File: config.mk
export PLATFORM = sky130hd
export DESIGN_NAME = cvort_stencil
export DESIGN_NICKNAME = d
export VERILOG_FILES = /design/src/sv/cvort_pkg.sv /design/src/sv/cvort_stencil.sv
export SDC_FILE = /design/constraint.sdc
export NUM_CORES = 1
export LEC_CHECK = 0
export ABC_CLOCK_PERIOD_IN_PS = 27100
export BUFFER_PORTS_ARGS = -buffer_cell sky130_fd_sc_hd__buf_2
export CAP_MARGIN = 10
export CORE_UTILIZATION = 25
export DETAILED_ROUTE_END_ITERATION = 8
export GPL_TIMING_DRIVEN = 0
export SLEW_MARGIN = 40
export SYNTH_ARGS = -nofsm -noshare
export SYNTH_HDL_FRONTEND = slang
export SYNTH_SLANG_ARGS = --single-unit
File: constraint.sdc
create_clock -name vclk -period 27.1
set_input_delay 4.065 -clock vclk [all_inputs]
set_output_delay 4.065 -clock vclk [all_outputs]
set_load 0.01 [all_outputs]
File: src/sv/cvort_pkg.sv
// ----------------------------------------------------------------------------
// cvort_pkg
// Types and constants shared by the cell vorticity stencil modules.
// ----------------------------------------------------------------------------
package cvort_pkg;

    localparam int SMP_W   = 32;  // velocity sample and spacing register width
    localparam int HALF_W  = 16;  // partial product split of the spacing register
    localparam int DSUM_W  = 36;  // signed doubled stencil sum
    localparam int MAG_W   = 35;  // magnitude of the stencil sum
    localparam int FLAGS_W = 5;
    localparam int CFG_IDX_W = 1;

    // cell_flags bit positions
    localparam int FLG_COVERED = 0;
    localparam int FLG_OPEN_XP = 1;
    localparam int FLG_OPEN_XM = 2;
    localparam int FLG_OPEN_YP = 3;
    localparam int FLG_OPEN_YM = 4;

    // configuration register indexes
    localparam logic [CFG_IDX_W-1:0] REG_INV_DX = 1'b0;
    localparam logic [CFG_IDX_W-1:0] REG_INV_DY = 1'b1;

    localparam logic [SMP_W-1:0] INV_RESET = 32'h0001_0000;

    typedef logic signed [SMP_W-1:0]  smp_t;
    typedef logic        [SMP_W-1:0]  cfg_t;
    typedef logic signed [DSUM_W-1:0] dsum_t;
    typedef logic        [MAG_W-1:0]  mag_t;
    typedef logic        [FLAGS_W-1:0] flags_t;
    typedef logic        [CFG_IDX_W-1:0] cfg_idx_t;

    // stage load enables for the scaling pipeline
    typedef struct packed {
        logic ld_p;
        logic ld_m;
        logic ld_v;
    } scale_ctl_t;

endpackage

File: src/sv/cvort_stencil.sv
// ----------------------------------------------------------------------------
// cvort_stencil
// Doubled finite-difference sum along one axis, returned as sign and magnitude.
// ----------------------------------------------------------------------------
module cvort_stencil (
    input  cvort_pkg::smp_t m2,
    input  cvort_pkg::smp_t m1,
    input  cvort_pkg::smp_t c,
    input  cvort_pkg::smp_t p1,
    input  cvort_pkg::smp_t p2,
    input  logic            open_hi,
    input  logic            open_lo,
    output cvort_pkg::mag_t mag,
    output logic            neg
);
    import cvort_pkg::*;

    dsum_t em2, em1, ec, ep1, ep2;
    dsum_t d_hi_closed, d_lo_closed, d_central, d, d_neg;

    assign em2 = DSUM_W'(m2);
    assign em1 = DSUM_W'(m1);
    assign ec  = DSUM_W'(c);
    assign ep1 = DSUM_W'(p1);
    assign ep2 = DSUM_W'(p2);

    assign d_hi_closed = 3 * ec - 4 * em1 + em2;
    assign d_lo_closed = 4 * ep1 - 3 * ec - ep2;
    assign d_central   = ep1 - em1;

    // closed upper side wins when both are closed
    assign d     = !open_hi ? d_hi_closed : (!open_lo ? d_lo_closed : d_central);
    assign d_neg = -d;
    assign neg   = d[DSUM_W-1];
    assign mag   = neg ? MAG_W'(d_neg) : MAG_W'(d);

endmodule

======== Word level (Yosys, flattened, before mapping) ========
Cells that the tools add are included.
storage, ports and cells
  register bits after elaboration ......... 0
  input bits .............................. 162
  output and inout port bits .............. 36
cells by class
  add/subtract/negate cells ............... 6
  $mul .................................... 1
  mux-type cells .......................... 3
operator list
  cell                   number
  $mux 36                2
  $add 36x32->36         1
  $sub 34x35->36         1
  $sub 35x34->36         1
  $sub 36x32->36         1
  $mul 3x32->35 const A  1
  $mux 35                1
  $neg 35->35            1
  $sub 32x32->33         1

======== Longest topological paths before layout ========
  word-level depth ........................ 7
  mapped depth ............................ 34
  gate-level depth less buffers ........... 31

======== Worst setup path after synthesis ========
No wires, ideal clock.
  kind .................................... in2out
  from .................................... in c[1]
  to ...................................... out mag[13]
  data arrival time ....................... 10.259 ns
  required time ........................... 23.035 ns
  slack ................................... 12.776 ns
  stages on the path ...................... 33
  path buffers ............................ 3
  cell sequence ........................... ha_1 > ha_1 > inv_1 > fa_1 > nor2b_1 > o21ai_0 > a21bo_2 > nand2_1 > a31oi_1 > o211ai_1 > o2111ai_1 > o31ai_1 > a21o_1 > a21oi_1 > xor2_1 > fa_1 > inv_1 > ha_1 > and2_1 > a221oi_1 > nand2_1 > a221oi_1 > and3_1 > clkbuf_1 > o21ai_0 > a21oi_1 > o21ai_1 > xnor2_1 > o22a_1 > buf_2 > buf_1 > a21oi_1 > xnor2_1
between the ends
  word-level cells in the longest chain between the ends .. 7
ends and longest elaborated chain
  item               RTL line                                  source
  from (decl)        cvort_stencil.sv:8                        input cvort_pkg::smp_t c,
  $mul 3x32->35 (*)  cvort_stencil.sv:27, cvort_stencil.sv:28
  $sub 34x35->36     cvort_stencil.sv:28                       assign d_lo_closed = 4 * ep1 - 3 * ec - ep2;
  $sub 36x32->36     cvort_stencil.sv:28
  $mux 36            cvort_stencil.sv:32                       assign d = !open_hi ? d_hi_closed : (!open_lo ? d_lo_closed : d_central);
  $mux 36 (*)        cvort_stencil.sv:32
  $neg 35->35        cvort_stencil.sv:33                       assign d_neg = -d;
  $mux 35 (*)        cvort_stencil.sv:35                       assign mag = neg ? MAG_W'(d_neg) : MAG_W'(d);
  to (decl)          cvort_stencil.sv:13                       output cvort_pkg::mag_t mag,
Every way passes the cells marked *; elsewhere a longest branch is shown, timed or not.

======== Final worst setup path ========
  from .................................... in c[1]
  to ...................................... out mag[25]
Same word-level chain as after synthesis.

==> flow_summary_export.csv <==
group,metric,value,unit
critical_path,start_kind,"input port",
synth,syn-cell-area,10900,um^2
critical_path,cp.required,23.03,ns
global_route,antenna_found_initial,8,
placement,place_ws,10.92,ns
placement,finalWeightedCongestion,0.903,
drt,antenna_left,0,
critical_path,worstSetupEndpointType,"primary output",
run_status,outcome,"finished, final reports clean",
critical_path,cp_max_fo,10,
global_route,grt_max_degree,11,
sta,fmax,61.7,MHz
placement,io_buffers,197,
finish,layout_commonest_cell,"buf_2",
sta,hold_viol,0,
finish,fillers,4780,
floorplanning,die_area,44200,um^2
clocking,cts_setup_buffers,0,
placement,dpl.hpwl,38.5,mm
drt,num_vias,11600,
drt,drt-pass1-iter-count,7,
job,cap_violations,0,
drt,wl,43.2,mm
drt,via_per_inst,5.06,
floorplanning,core-area,42400,um^2
drt,wire_per_inst,18.9,um
finish,seq_cells,0,
sta,final.setup.worst_slack,10.88,ns
clocking,cts_resized,0,
drt,drt-initial-drc-count,778,
finish,syn_to_final_growth,15.9,%
floorplanning,io_pins,198,
synth,ys_warn_count,0,
global_route,grt_pass1_wl,66.3,mm
sta,finalCriticalPeriod,16.22,ns
finish,final_cell_mix,"buf_2, inv_1, ha_1",
global_route,grt_overflow,0,
finish,finalNetCount,2104,
synth,synth_area_leader_cell,"ha_1",
finish,clkbuf_count,0,
global_route,grt_pass1_vias,11700,
critical_path,critical_path_class,"input port to primary output",
clocking,hold_buffers,0,
floorplanning,fp.dieH,210,um
synth,synth-seq-area-share,0,%
hold_path,hold_path_class,"input port to primary output",
critical_path,slowest_stage,"o31ai_2",
synth,synthesis.nets,1904,
sta,relSlewSlack,37.3,%
floorplanning,chipWidth,210,um
critical_path,crit_arrival,12.15,ns
floorplanning,rows,75,
global_route,track_usage,19.2,%
sta,maxSlewViolCount,0,
floorplanning,initial_utilization,25.6,%
sta,tightest_slew,0.940,ns
synth,synth.avg_cell_area,7.20,um^2
sta,fin_crit_sh,59.8,%
power,power.density,84.7,nW/um^2
sta,holdWs,8.71,ns
synth,postSynthCellCount,1507,
sta,setup_viol,0,
synth,ys_top_cells_by_area,"ha_1, fa_1, a21oi_1, xnor2_1, inv_1",
synth,synthDominantCellAreaShare,19.1,%
critical_path,slowest_delay,0.71,ns
power,vdd_drop_max,0.0230,mV
finish,drive_gt1_share,13.5,%
sta,rsz0062_at_grt,"no",
finish,multi_input_area,9940,um^2
sta,setup_tns,0,ns
power,p_leak,0.00614,uW
synth,yosys.cell_types.count,83,
drt,drc,0,
finish,seq_area,0,um^2
==> worst max-delay path, delay by kind of cell <==
kind	cells	cell delay, ns
adders and majority gates	5	1.64
AOI/OAI and AO/OA	15	3.35
buffers and inverters	8	1.59
and+or+nand+nor	5	0.81
xor gates and xnor gates	3	0.69
==> per-stage QoR <==
step                std cells  util, %  power, uW  instance area [um^2]
global route             2284     29.6       1170                 12600
global placement         2281     29.6       1050                 12600
finish                   2286     29.7       1070                 12600
CTS                      2281     29.6       1060                 12600
floorplan                1507        -        717                 10900
detailed placement       2281     29.6       1050                 12600
==> path summary, 6_finish.rpt <==
path,start,end,slack [ns],depth (start not counted)
max,c[1],mag[25],10.88,36
min,m2[0],mag[0],8.71,5
==> routing by layer <==
metal	GRT usage (%)	vias up	part of all wire, %
li1	-	5784	-
met1	26.4	5423	47
met2	32.2	311	45
met3	2.67	47	5.4
met4	3.35	6	1.8
met5	0	-	0.069
==> synth_stat cells (6+ instances only) <==
cell type  number
o22ai_1         9
nand4_1        21
clkbuf_1       40
inv_1         193
o31ai_1         7
fa_1           69
nand3b_1        6
o211ai_1       26
and2_1         10
o21ai_0        86
xor2_1         50
nand3_1        31
ha_1          166
a21o_1         48
nor4_1          6
o21a_1         20
o21ai_1         9
nor3_1         26
nor2b_1        23
nand2b_1       12
mux2i_1        17
a41oi_1         7
xnor2_1        83
nor2_1         87
a21oi_1       147
a211o_1         9
o221ai_1        7
a211oi_1       23
a31oi_1        15
and3_1         21
nand2_1       114
o21bai_1       16
or3_1           8
==> cell families after synthesis <==
family | count (synthesis) | share of synthesized area [%]
AOI/OAI and AO/OA | 491 | 29.7
xor gates and xnor gates | 133 | 10.7
adders and majority gates | 235 | 31.9
buffers and inverters | 243 | 8.46
muxes | 19 | 1.78
and+or+nand+nor | 386 | 17.4
==> report_power, final <==
group	internal (uW)	leakage, uW	switching [uW]	total (uW)
Sequential	0	0	0	0
Clock	0.0000197	0.0000000254	0	0.0000198
Combinational	406	0.00614	660	1070
Total	406	0.00614	660	1070
==> area by class of cell <==
class                      count  area share, %
multi-input combinational   1264           79.0
timing repair buffer         198           7.88
inverter                     195           5.82
tap                          577           5.74
buffer                        48           1.49
antenna                        4         0.0796
(Power assumes the default switching activity.)
