==> src/sv/cvort_pkg.sv <==
// ----------------------------------------------------------------------------
// cvort_pkg
// Types and constants shared by the cell vorticity stencil modules.
// ----------------------------------------------------------------------------
package cvort_pkg;

    localparam int SMP_W   = 32;  // velocity sample and spacing register width
    localparam int HALF_W  = 16;  // partial product split of the spacing register
    localparam int DSUM_W  = 36;  // signed doubled stencil sum
    localparam int MAG_W   = 35;  // magnitude of the stencil sum
    localparam int FLAGS_W = 5;
    localparam int CFG_IDX_W = 1;

    // cell_flags bit positions
    localparam int FLG_COVERED = 0;
    localparam int FLG_OPEN_XP = 1;
    localparam int FLG_OPEN_XM = 2;
    localparam int FLG_OPEN_YP = 3;
    localparam int FLG_OPEN_YM = 4;

    // configuration register indexes
    localparam logic [CFG_IDX_W-1:0] REG_INV_DX = 1'b0;
    localparam logic [CFG_IDX_W-1:0] REG_INV_DY = 1'b1;

    localparam logic [SMP_W-1:0] INV_RESET = 32'h0001_0000;

    typedef logic signed [SMP_W-1:0]  smp_t;
    typedef logic        [SMP_W-1:0]  cfg_t;
    typedef logic signed [DSUM_W-1:0] dsum_t;
    typedef logic        [MAG_W-1:0]  mag_t;
    typedef logic        [FLAGS_W-1:0] flags_t;
    typedef logic        [CFG_IDX_W-1:0] cfg_idx_t;

    // stage load enables for the scaling pipeline
    typedef struct packed {
        logic ld_p;
        logic ld_m;
        logic ld_v;
    } scale_ctl_t;

endpackage

==> src/sv/cvort_scale.sv <==
// ----------------------------------------------------------------------------
// cvort_scale
// Scales a stencil magnitude by an inverse spacing, rounds half away from
// zero and restores the sign. Three register stages.
// ----------------------------------------------------------------------------
module cvort_scale #(
    parameter int FRAC_BITS = 16,
    parameter int QW        = 50
) (
    input  logic                   aclk,
    input  cvort_pkg::scale_ctl_t  ctl,
    input  cvort_pkg::mag_t        mag_i,
    input  logic                   neg_i,
    input  cvort_pkg::cfg_t        scale_i,
    output logic signed [QW-1:0]   val_o
);
    import cvort_pkg::*;

    localparam int PPW = MAG_W + HALF_W;
    localparam int PW  = MAG_W + SMP_W + 1;

    logic [PPW-1:0] lo_p_reg, hi_p_reg;
    logic           neg_p_reg, neg_m_reg;
    logic [QW-2:0]  mag_m_reg;
    logic [PW-1:0]  sum;
    logic [PW-1:0]  sum_sh;
    logic signed [QW-1:0] pos_val;
    logic signed [QW-1:0] val_reg;

    assign sum = PW'({hi_p_reg, {HALF_W{1'b0}}}) + PW'(lo_p_reg)
               + (PW'(1) << FRAC_BITS);
    assign sum_sh  = sum >> (FRAC_BITS + 1);
    assign pos_val = signed'({1'b0, mag_m_reg});

    always_ff @(posedge aclk) begin
        if (ctl.ld_p) begin
            lo_p_reg  <= PPW'(mag_i) * PPW'(scale_i[HALF_W-1:0]);
            hi_p_reg  <= PPW'(mag_i) * PPW'(scale_i[SMP_W-1:HALF_W]);
            neg_p_reg <= neg_i;
        end
        if (ctl.ld_m) begin
            mag_m_reg <= sum_sh[QW-2:0];
            neg_m_reg <= neg_p_reg;
        end
        if (ctl.ld_v) begin
            val_reg <= neg_m_reg ? -pos_val : pos_val;
        end
    end

    assign val_o = val_reg;

endmodule

==> config.mk <==
export PLATFORM = sky130hd
export DESIGN_NAME = cvort_scale
export DESIGN_NICKNAME = d
export VERILOG_FILES = /design/src/sv/cvort_pkg.sv /design/src/sv/cvort_scale.sv
export SDC_FILE = /design/constraint.sdc
export NUM_CORES = 2
export LEC_CHECK = 0
export ABC_CLOCK_PERIOD_IN_PS = 10300
export BUFFER_PORTS_ARGS = -buffer_cell sky130_fd_sc_hd__buf_2
export CORE_AREA = 2 2 196 342
export CTS_BUF_LIST = sky130_fd_sc_hd__clkbuf_8
export DETAILED_ROUTE_END_ITERATION = 12
export DIE_AREA = 0 0 198 344
export PLACE_DENSITY = 0.9
export SYNTH_ARGS = -nofsm -noshare
export SYNTH_HDL_FRONTEND = slang
export SYNTH_SLANG_ARGS = --single-unit
==> constraint.sdc <==
create_clock -name aclk -period 10.3 [get_ports aclk]
set_clock_uncertainty 0.2 [all_clocks]
set_input_delay 1.03 -clock aclk [delete_from_list [all_inputs] [get_ports aclk]]
set_output_delay 1.03 -clock aclk [all_outputs]
set_load 0.05 [all_outputs]
Yosys cells after proc, flatten, opt, wreduce, memory -nomap -nowiden. Index checks and enable logic that the tools add are counted.

$mul: 2. $add $sub $neg: 3. Multiplexer cells: 1.

Operators with widths (count): 66-bit by 17-bit adder with 66-bit output, second input constant (1); 66-bit by 51-bit adder with 66-bit output (1); 35-bit by 16-bit multiplier with 51-bit output (1); 35-bit by 16-bit multiplier with 50-bit output (1); 49-bit negation with 50-bit output (1); 49-bit 2-to-1 mux (1).

Logic and storage cells: 13. Flip-flop bits (word level): 202. Input bits: 72. Output and inout bits: 50.

Longest topological paths before layout.
Depth after elaboration: 2. Gate-level depth with buffers: 26. Mapped depth without buffers: 24.

Worst setup path after synthesis. Ideal clock, no wire load.

Path kind: input to register. Start: input port scale_i[23]. End: register hi_p_reg[43], data pin. Stages on the path: 25. Setup time: 0.265 ns. Data arrival time: 7.089 ns. Path buffers: 3. Required time: 9.835 ns. Path slack: 2.745 ns. Cell sequence: clkbuf_1 > clkbuf_1 > nand2_1 > fa_1 > inv_1 > fa_1 > inv_1 > fa_1 > inv_1 > fa_1 > fa_1 > inv_1 > fa_1 > inv_1 > ha_1 > clkbuf_1 > nand3_1 > a211o_1 > a2111oi_0 > o21ai_0 > o211ai_1 > nand2_1 > o21ai_0 > nor3_1 > or3_1.

Cells in the longest elaborated chain, start to end: 1.

RTL lines: start, declared (line cvort_scale.sv:14) `input cvort_pkg::cfg_t scale_i,`; 35-bit by 16-bit multiplier with 50-bit output (line cvort_scale.sv:38) `hi_p_reg <= PPW'(mag_i) * PPW'(scale_i[SMP_W-1:HALF_W]);`; end signal, assigned (line cvort_scale.sv:38); end, declared (line cvort_scale.sv:22) `logic [PPW-1:0] lo_p_reg, hi_p_reg;`.

Every way passes these cells. A chain may end at the register's enable or synchronous reset.

Worst setup path in the final report.
Start: input port mag_i[7]. End: register hi_p_reg[43], data pin.

Cells in the longest elaborated chain, start to end: 1.

RTL lines: start, declared (line cvort_scale.sv:12) `input cvort_pkg::mag_t mag_i,`; 35-bit by 16-bit multiplier with 50-bit output (line cvort_scale.sv:38).

Every way passes these cells.

==> flow_summary_export.csv <==
group,metric,value,unit
clocking,cts.sinks,186,
place,dp.cells,5421,
place,dp.final_hpwl,87770,um
yosys,synthCells,4631,
floorplanning,io_pins,122,
clocking,cts_made_buffers,17,
timing,clock.fmax,0.1145,GHz
yosys,synth_top_area_share,42.35,%
critical_path,arrival,8780,ps
yosys,yosys_warnings,0,
critical_path,r2r_cells,13,
yosys,synth_seq_cells,186,
floorplanning,die_w,198,um
run,maxCapViolCount,0,
critical_path,r2r-start,"hi_p_reg[0]$_DFFE_PP_",
route,wl_per_cell,20.56,um
clocking,ctsHoldBuffers,0,
layout,final_area,44920,sq um
critical_path,rrSetupSlack,6010,ps
critical_path,setup.worst_path.end_class,"flop",
yosys,yosys.area_share.simple,16.02,%
timing,max_slew.worst_pin.slew,1028,ps
route,viasPerCell,6.013,
yosys,synth_nets,5931,
grt,grt_pass1_vias,36600,
timing,fin_crit_sh,84.82,%
yosys,synthAdderAreaFrac,51.24,%
yosys,seq_area_frac_synth,12.86,%
layout,area_growth,3.381,%
floorplanning,core_region_area,65320,sq um
timing,relSlewSlack,29.67,%
critical_path,crit_type,"input port to flop",
layout,layout-drive-gt1-share,4.507,%
critical_path,crit_end,"hi_p_reg[43]$_DFFE_PP_",
yosys,synth_compound_area_share,5.938,%
timing,setup-tns-final,0,ps
grt,gr-total-overflow,0,
layout,fin_util,68.76,%
route,first_pass_iters,9,
route,drc,0,
floorplanning,initial_core_util,66.52,%
critical_path,startpoint_type,"input port",
timing,final-max-slew-violation-count,0,
place,placed_cell_area,44490,sq um
clocking,cts_setup_buffers,0,
yosys,synth_mux_area_share,0,%
critical_path,cp.required,10340,ps
grt,grt_pass1_wl,181900,um
clocking,cts.repair.resized,0,
floorplanning,dieArea,68110,sq um
yosys,syn-mean-instance-area,9.382,sq um
clocking,ctsHtreeMaxLevel,4,
clocking,clockBufferDepth,2,
yosys,synth-main-ff-cell,"edfxtp_1",
grt,track_usage,34.80,%
clocking,cts_tree,"built",
critical_path,critPathLaunch,"mag_i[7]",
yosys,synthTopCellsByArea,"fa_1 42%, edfxtp_1 13%, ha_1 8.9%",
layout,nets,5858,
place,port_buffers,121,
route,dr.first_iter.drc_count,2962,
route,vias,32830,
yosys,async_flop_share,0,%
route,wirelength,112300,um
layout,fin_cells,5460,
yosys,synth_edf_count,186,
yosys,synth_commonest_cells,"969 x inv_1, 919 x fa_1, 742 x nand2_1",
hold_path,hold_class,"flop to flop",
timing,setup_viol,0,
timing,fin_crit,8736,ps
clocking,path_clk_slew,100,ps
clocking,cts_root_buffer,"clkbuf_8",
yosys,synth_most_common_cell,"inv_1",
floorplanning,dieHeight,344,um
grt,grt_max_degree,79,
critical_path,path_max_fanout,32,
timing,hold_viol,0,
critical_path,r2r_end,"mag_m_reg[48]$_DFFE_PP_",
route,ant_nets,0,
run_status,status,"finished clean",
yosys,synth_top_cell_by_area,"fa_1",
yosys,synth_xor_area_share,3.427,%
timing,rsz0062_at_grt,"false",
clocking,clk_latency,500,ps
yosys,synth.distinct_cells,61,
yosys,synth_top_family_by_area,"adder cells",
yosys,synth_area,43450,sq um
place,gp_congestion,0.9531,
grt,grt_antenna_before_repair,10,
floorplanning,num_rows,124,
worst min-delay path by stage:
stage	startpoint	end	slack (ps)	depth (start not counted)
after global routing	neg_p_reg$_DFFE_PP_	neg_m_reg$_DFFE_PP_	250	0
final	neg_p_reg$_DFFE_PP_	neg_m_reg$_DFFE_PP_	240	0
after detailed placement	neg_p_reg$_DFFE_PP_	neg_m_reg$_DFFE_PP_	210	0
after CTS	neg_p_reg$_DFFE_PP_	neg_m_reg$_DFFE_PP_	240	0
after floorplan	neg_p_reg$_DFFE_PP_	neg_m_reg$_DFFE_PP_	200	0
after global placement	neg_p_reg$_DFFE_PP_	neg_m_reg$_DFFE_PP_	200	0
kinds of logic (layout without fill, tap and decap cells):
logic type      after synthesis  in the layout
compound gates              403            403
xor+xnor                    170            170
fa+ha+maj                  1228           1228
buf+inv                    1217           1157
flops                       186            186
other cells                   0              7
simple gates               1427           1427
cell usage in the layout, fill, tap and decap left out, types with 6 or more instances in the layout:
master	n
buf_2	120
and3_1	15
inv_6	6
o21bai_1	12
a21oi_1	121
o21ai_0	75
clkbuf_8	17
edfxtp_1	186
and2_1	473
nand3_1	30
xor2_1	42
a21o_1	82
o31ai_1	12
or3_1	9
nand2b_1	23
diode_2	7
ha_1	309
xnor2_1	128
nor2_1	49
a31oi_1	18
nand2_1	742
inv_1	969
nand4_1	29
nor3_1	13
o21a_1	20
nor2b_1	16
a211oi_1	10
buf_4	36
o211ai_1	7
fa_1	919
metal layers:
layer  share of wire [%]  GRT usage [%]  wire length [um]
met5               0.054              0                61
met4                 7.8          22.87              8779
met3                  10          7.734             11550
met2                  51          61.64             56790
met1                  31          37.24             35100
layout make-up:
class                           instances  area [sq um]
Multi-Input combinational cell       3228         33290
Fill cell                            4552         20400
Sequential cell                       186          5585
Inverter                              969          3637
Tap cell                              882          1104
Timing Repair Buffer                  156         870.8
Clock buffer                           17         234.0
Clock inverter                         15         173.9
Antenna cell                            7         17.52
metrics by stage:
step           hold slack [ps]  worst slack, ps
2_1_floorplan            200.3             2745
3_3_place_gp             204.4             1504
3_5_place_dp             212.2             1365
4_1_cts                  242.2             1920
5_1_grt                  254.5             1294
6_report                 239.3             1564
worst max-delay path, cell delays in order:
cell       delay, ps
buf_2            540
nand2_1          200
fa_1             570
inv_1             50
fa_1             500
inv_1             60
fa_1             530
inv_1             50
fa_1             460
fa_1             500
inv_1             50
fa_1             480
inv_1             50
ha_1             440
and3_1           260
a31oi_1          170
a2111oi_0        950
o21ai_0          390
o211ai_1         500
nand2_1          120
o21ai_0          360
nor3_1           120
or3_1            380
Power is not shown: default switching activity piles up to over one toggle a cycle in this logic, so the estimate is an artifact.
